`config.mk`:
```
export PLATFORM = sky130hd
export DESIGN_NAME = truetype_push_data_tokenizer
export DESIGN_NICKNAME = d
export VERILOG_FILES = /design/src/design/ttpdt_pkg.sv /design/src/design/truetype_push_data_tokenizer.sv
export SDC_FILE = /design/constraint.sdc
export NUM_CORES = 1
export LEC_CHECK = 0
export BUFFER_PORTS_ARGS = -buffer_cell sky130_fd_sc_hd__buf_2
export CAP_MARGIN = 40
export CORE_ASPECT_RATIO = 1.1
export CORE_MARGIN = 2
export CORE_UTILIZATION = 52
export CTS_CLUSTER_DIAMETER = 80
export DETAILED_ROUTE_END_ITERATION = 8
export PLACE_DENSITY = 0.86
export SETUP_SLACK_MARGIN = 0.5
export SYNTH_ARGS = -nofsm -noshare
export SYNTH_HDL_FRONTEND = slang
export SYNTH_SLANG_ARGS = --single-unit
```
`constraint.sdc`:
```
create_clock -name i_clk -period 2.6 [get_ports i_clk]
set_input_delay 0.26 -clock i_clk [delete_from_list [all_inputs] [get_ports i_clk]]
set_output_delay 0.26 -clock i_clk [all_outputs]
set_load 0.02 [all_outputs]
```
`src/design/ttpdt_pkg.sv`:
```
// Types and constants for the TrueType push-data tokenizer.
// No dependencies.
package ttpdt_pkg;

    localparam logic [7:0] OP_NPUSHB   = 8'h40;
    localparam logic [7:0] OP_NPUSHW   = 8'h41;
    localparam logic [7:0] PUSH_MASK   = 8'hf8;
    localparam logic [7:0] PUSHB_BASE  = 8'hb0;
    localparam logic [7:0] PUSHW_BASE  = 8'hb8;
    localparam logic [2:0] PUSH_N_MASK = 3'd7;

    typedef enum logic [2:0] {
        PH_OPCODE = 3'd0,
        PH_CNT_B  = 3'd1,
        PH_CNT_W  = 3'd2,
        PH_BYTE   = 3'd3,
        PH_WHI    = 3'd4,
        PH_WLO    = 3'd5
    } t_phase;

    localparam logic [2:0] KIND_OP   = 3'd0;
    localparam logic [2:0] KIND_CNT  = 3'd1;
    localparam logic [2:0] KIND_BYTE = 3'd2;
    localparam logic [2:0] KIND_WHI  = 3'd3;
    localparam logic [2:0] KIND_WLO  = 3'd4;

    typedef struct packed {
        logic [2:0]  kind;
        logic [15:0] value;
        logic        truncated;
        logic        end_of_program;
    } t_result;

endpackage

```
`src/design/truetype_push_data_tokenizer.sv`:
```
// TrueType push-data tokenizer: labels each bytecode byte and assembles pushed words.
// Depends on ttpdt_pkg.
// Output: each result word is registered in the output register, or first in the skid register while output stalls.
// Throughput: one byte per cycle while the skid register is empty; the parse state updates in the accept cycle.
// A skid register keeps s_axis_tready registered, so input flows while output stalls once.
// Reset: synchronous, active low; clears phase, count, saved high byte and valid flags.
module truetype_push_data_tokenizer (
    input  logic        i_clk,
    input  logic        i_rst_n,
    input  logic        s_axis_tvalid,
    output logic        s_axis_tready,
    input  logic [7:0]  s_axis_tdata,   // [7:0] code_byte
    input  logic        s_axis_tlast,   // last
    output logic        m_axis_tvalid,
    input  logic        m_axis_tready,
    output logic [15:0] m_axis_tdata,   // [15:0] value
    output logic [7:0]  m_axis_tuser,   // [2:0] kind, [3] truncated, [7:4] zero
    output logic        m_axis_tlast    // end_of_program
);

    ttpdt_pkg::t_phase  r_phase, n_phase;
    logic [7:0]         r_items, n_items;
    logic [7:0]         r_saved, n_saved;
    ttpdt_pkg::t_result r_out, r_skid, w_res;
    logic               r_out_valid, n_out_valid;
    logic               r_skid_valid, n_skid_valid;
    logic               w_acc, w_take, w_out_free;
    logic [7:0]         w_b;
    logic [7:0]         w_items_dec;
    logic [7:0]         w_push_n;

    assign s_axis_tready = !r_skid_valid;
    assign w_acc         = s_axis_tvalid && !r_skid_valid;
    assign w_take        = r_out_valid && m_axis_tready;
    assign w_out_free    = !r_out_valid || w_take;

    assign w_b         = s_axis_tdata;
    assign w_items_dec = r_items - 8'd1;
    assign w_push_n    = {5'd0, w_b[2:0] & ttpdt_pkg::PUSH_N_MASK} + 8'd1;

    // parse step for the byte on the slave side
    always_comb begin
        n_phase         = r_phase;
        n_items         = r_items;
        n_saved         = r_saved;
        w_res.kind      = ttpdt_pkg::KIND_OP;
        w_res.value     = {8'd0, w_b};
        w_res.truncated = 1'b0;
        w_res.end_of_program = s_axis_tlast;
        case (r_phase)
            ttpdt_pkg::PH_CNT_B, ttpdt_pkg::PH_CNT_W: begin
                w_res.kind = ttpdt_pkg::KIND_CNT;
                n_items    = w_b;
                if (w_b == 8'd0) begin
                    n_phase = ttpdt_pkg::PH_OPCODE;
                end else if (r_phase == ttpdt_pkg::PH_CNT_B) begin
                    n_phase = ttpdt_pkg::PH_BYTE;
                end else begin
                    n_phase = ttpdt_pkg::PH_WHI;
                end
            end
            ttpdt_pkg::PH_BYTE: begin
                w_res.kind = ttpdt_pkg::KIND_BYTE;
                n_items    = w_items_dec;
                if (w_items_dec == 8'd0) begin
                    n_phase = ttpdt_pkg::PH_OPCODE;
                end
            end
            ttpdt_pkg::PH_WHI: begin
                w_res.kind = ttpdt_pkg::KIND_WHI;
                n_saved    = w_b;
                n_phase    = ttpdt_pkg::PH_WLO;
            end
            ttpdt_pkg::PH_WLO: begin
                w_res.kind  = ttpdt_pkg::KIND_WLO;
                w_res.value = {r_saved, w_b};
                n_items     = w_items_dec;
                n_phase     = (w_items_dec == 8'd0) ? ttpdt_pkg::PH_OPCODE
                                                    : ttpdt_pkg::PH_WHI;
            end
            default: begin
                n_phase = ttpdt_pkg::PH_OPCODE;
                if (w_b == ttpdt_pkg::OP_NPUSHB) begin
                    n_phase = ttpdt_pkg::PH_CNT_B;
                end else if (w_b == ttpdt_pkg::OP_NPUSHW) begin
                    n_phase = ttpdt_pkg::PH_CNT_W;
                end else if ((w_b & ttpdt_pkg::PUSH_MASK) == ttpdt_pkg::PUSHB_BASE) begin
                    n_items = w_push_n;
                    n_phase = ttpdt_pkg::PH_BYTE;
                end else if ((w_b & ttpdt_pkg::PUSH_MASK) == ttpdt_pkg::PUSHW_BASE) begin
                    n_items = w_push_n;
                    n_phase = ttpdt_pkg::PH_WHI;
                end
            end
        endcase
        // end of program: flag pending push data, back to opcode
        if (s_axis_tlast) begin
            w_res.truncated = (n_phase != ttpdt_pkg::PH_OPCODE);
            n_phase         = ttpdt_pkg::PH_OPCODE;
            n_items         = 8'd0;
        end
    end

    always_comb begin
        n_out_valid  = r_out_valid;
        n_skid_valid = r_skid_valid;
        if (w_out_free) begin
            if (r_skid_valid) begin
                n_out_valid  = 1'b1;
                n_skid_valid = 1'b0;
            end else begin
                n_out_valid = w_acc;
            end
        end else if (w_acc) begin
            n_skid_valid = 1'b1;
        end
    end

    always_ff @(posedge i_clk) begin
        if (!i_rst_n) begin
            r_phase      <= ttpdt_pkg::PH_OPCODE;
            r_items      <= 8'd0;
            r_saved      <= 8'd0;
            r_out_valid  <= 1'b0;
            r_skid_valid <= 1'b0;
        end else begin
            r_out_valid  <= n_out_valid;
            r_skid_valid <= n_skid_valid;
            if (w_acc) begin
                r_phase <= n_phase;
                r_items <= n_items;
                r_saved <= n_saved;
            end
        end
    end

    always_ff @(posedge i_clk) begin
        if (w_out_free) begin
            if (r_skid_valid) begin
                r_out <= r_skid;
            end else if (w_acc) begin
                r_out <= w_res;
            end
        end else if (w_acc) begin
            r_skid <= w_res;
        end
    end

    assign m_axis_tvalid = r_out_valid;
    assign m_axis_tdata  = r_out.value;
    assign m_axis_tuser  = {4'd0, r_out.truncated, r_out.kind};
    assign m_axis_tlast  = r_out.end_of_program;

endmodule

```
==> impl_metrics.json <==
{
  "worst-path-buf-inv": 0,
  "yosys.area.top_type_share": 0.3989,
  "syn_inst": 297,
  "cap_violations": 0,
  "syn_area_sq_mm": 0.003162,
  "setup_tns_ps": 0,
  "route.detailed.drc": 0,
  "clk_pin_slew_ps": 70,
  "cp-end-kind": "flop",
  "ys.flop_type": "edfxtp_1",
  "rsz0062_at_grt": "true",
  "cts_buffers": 9,
  "async_reset_ff_frac": 0,
  "cts_max_level": 3,
  "grt_pass1_vias": 2329,
  "p_total_mw": 2.195,
  "start_util": 0.5446,
  "hpwl_um": 4874,
  "hold_viol": 0,
  "internal_power_mw": 1.676,
  "final_core_util": 0.6347,
  "worstPathArrival_ps": 2560,
  "ir_drop_mv": 0.3295,
  "insertion_delay_ps": 340,
  "synth_edf_count": 42,
  "synth.area.top_cells": "edfxtp_1 (40%), dfxtp_1 (13%), mux2_2 (5.0%)",
  "clkPwrFrac": 0.392,
  "finalNetCount": 356,
  "rows": 29,
  "layout.cells.non_filler": 420,
  "slew_headroom": 0.4049,
  "cp.required_ps": 2690,
  "clock_path_buffers": 2,
  "final.min_clock_period_ps": 2477,
  "crit_path_max_fanout": 4,
  "r2r_cells": 6,
  "seqCellArea_sq_mm": 0.001689,
  "whs_path_depth": 1,
  "max_stage_delay_ps": 530,
  "crit_family": "simple AND/OR/NAND/NOR gates",
  "p_seq_frac": 0.509,
  "p_leak_nw": 1.438,
  "diodes": 0,
  "wire_per_inst_um": 16.58,
  "power_frac_comb": 0.099,
  "synth-seq-cells": 63,
  "grtUsageTotal": 0.2248,
  "switchingPower_mw": 0.5184,
  "routed_via_density": 5.836,
  "min_path_type": "input port to flop",
  "finalSetupViolCount": 0,
  "grt_pass1_wl_um": 11740,
  "worst_slew_pin_slew_ps": 884.5,
  "min_period_over_period": 0.9527,
  "numPortBuffers": 35,
  "clock-root-buffer": "clkbuf_8",
  "cp.depth": 6,
  "cts_tree": "built",
  "path_class": "flop to flop",
  "grt_max_degree": 23,
  "ant_nets": 0,
  "ys_warn_count": 0,
  "die_area_sq_mm": 0.006720,
  "synth_top_cell_by_area": "edfxtp_1",
  "cts_sinks": 63,
  "io_pins": 40,
  "antenna_found_initial": 0,
  "gp_congestion": 0.9259,
  "gr-total-overflow": 0,
  "synth.yosys.seq_area_share": 0.5319,
  "cts-hold-fix-buffers": 0,
  "syn_to_final_growth_pct": 16.54,
  "status": "finished clean",
  "p_per_area_mw_per_mm2": 595.6,
  "syn_avg_cell_area_sq_um": 10.65,
  "multi_input_comb_area_sq_mm": 0.001395,
  "max_freq_mhz": 403.7,
  "drive_above_1_share": 0.2682,
  "n_fill_cell": 455,
  "yosys.cell_types.count": 54,
  "drt_iter0_markers": 182,
  "crit_chain": "or4_4 -> or4b_4 -> o311ai_2 -> nand3_1 -> o31a_1 -> mux2_4",
  "routed_wl_um": 6963,
  "swShare": 0.2362,
  "dp_cells": 401,
  "final.setup_skew_ps": 8.933,
  "fp.dieH_um": 85.78,
  "die_w_um": 78.35,
  "drv_slew": 0,
  "core-area_sq_mm": 0.005806,
  "slowest_stage": "or4_4",
  "critPathLaunchType": "flop",
  "first_pass_iters": 5,
  "vias": 2451
}
==> cells by family after synthesis <==
| logic type | after synthesis | share of synthesized area |
|---|---|---|
| xor gates and xnor gates | 8 | 0.02216 |
| and+or+nand+nor | 99 | 0.1599 |
| other | 1 | 0.001186 |
| DFF | 63 | 0.5319 |
| muxes | 19 | 0.06727 |
| adders and majority gates | 5 | 0.01979 |
| AOI/OAI and AO/OA | 72 | 0.1575 |
| buffers and inverters | 30 | 0.04036 |
==> through the flow <==
stage / area, sq um / worst slack, ps / hold slack, ps
floorplan: 3178 / 217.6 / 358.9
global placement: 3427 / 110.8 / 478.9
detailed placement: 3427 / 62.16 / 492.9
CTS: 3675 / 116.6 / 154.7
global route: 3685 / 50.66 / 178.7
finish: 3685 / 123.0 / 166.0
==> power by group through the flow <==
| stage | clock, mW | sequential [mW] | combinational (mW) |
|---|---|---|---|
| after floorplan | 0 | 1.17 | 0.111 |
| after global placement | 0 | 1.14 | 0.203 |
| after detailed placement | 0 | 1.14 | 0.207 |
| after CTS | 0.879 | 1.12 | 0.216 |
| after global routing | 0.915 | 1.12 | 0.238 |
| final | 0.860 | 1.12 | 0.217 |
==> area by class of cell <==
cell class / count / share of cell area
multi-input combinational: 207 / 0.3786
clock inverter: 3 / 0.01155
clock buffer: 13 / 0.04312
sequential: 63 / 0.4584
tap: 77 / 0.02615
timing repair buffer: 47 / 0.07199
inverter: 10 / 0.01019
==> sequential cells by signal (all words and copies together) (netlist names) <==
signal,flops
m_axis_tvalid,1
r_items,8
m_axis_tdata,16
r_skid_valid,1
m_axis_tlast,1
r_phase,3
r_saved,8
r_skid,21
m_axis_tuser,4
==> cells in the mapped netlist, types with 2 or more instances <==
| cell | number |
|---|---|
| o21ai_0 | 16 |
| nor2b_1 | 13 |
| ha_1 | 5 |
| inv_1 | 9 |
| o41ai_1 | 2 |
| o211a_1 | 2 |
| nor2_1 | 23 |
| nand3_1 | 9 |
| and3_1 | 9 |
| xor2_1 | 5 |
| nand2_1 | 27 |
| a22oi_1 | 4 |
| clkbuf_1 | 14 |
| a21oi_1 | 10 |
| a21boi_0 | 9 |
| buf_4 | 4 |
| or2_2 | 3 |
| o211ai_1 | 3 |
| o31ai_1 | 3 |
| xnor2_1 | 3 |
| o2111ai_1 | 3 |
| nor4_1 | 4 |
| mux2_2 | 14 |
| o22ai_1 | 2 |
| mux2i_1 | 4 |
| nand2b_1 | 2 |
| edfxtp_1 | 42 |
| dfxtp_1 | 21 |
| o21a_1 | 2 |
| a211o_1 | 2 |
| a211oi_1 | 4 |
| buf_1 | 2 |
==> metal layers <==
layer | vias up | track usage | part of all wire
met2 | 96 | 0.3770 | 0.50
li1 | 1174 | - | -
met3 | 14 | 0.04316 | 0.060
met5 | - | 0 | 0
met1 | 1167 | 0.2896 | 0.42
met4 | 0 | 0.08772 | 0.019
==> final timing paths <==
path	slack, ps	from	to
worst min-delay path	170	s_axis_tdata[1]	r_skid[3]
worst min register to register	500	r_items[1]	r_items[1]
worst max register to register	120	r_items[0]	m_axis_tuser[3]
worst max-delay path	120	r_items[0]	m_axis_tuser[3]
==> timing repair <==
item                                    in CTS  in global routing
gates resized for setup                      8                  3
pin swaps                                    4                  0
endpoints found under the setup margin       9                 15
setup buffers                                3                  0
==> layout by cell type, fill, tap and decap left out, types with 2 or more instances in the layout <==
cell       Yosys  final
a211oi_1       4      4
nor2b_1       13     13
or2_2          3      3
o21a_1         2      2
xnor2_1        3      2
xor2_1         5      5
o22ai_1        2      2
o211ai_1       3      3
nand3_1        9      9
nor2_1        23     23
mux2i_1        4      4
a21boi_0       9      9
inv_2          0      2
a211o_1        2      2
a22oi_1        4      4
mux2_2        14     14
dfxtp_2        0      3
or4b_4         1      2
o2111ai_1      3      3
buf_2          0     35
o21ai_0       16     16
edfxtp_1      42     42
nand2b_1       2      2
o41ai_1        2      2
ha_1           5      4
conb_1         1      4
clkbuf_8       0     11
nor4_1         4      4
buf_4          4     12
inv_1          9      7
dfxtp_1       21     17
a21oi_1       10     10
o211a_1        2      2
and3_1         9      9
o31ai_1        3      3
clkbuf_1      14      2
nand2_1       27     27
Power figures use the tool's default switching activity.
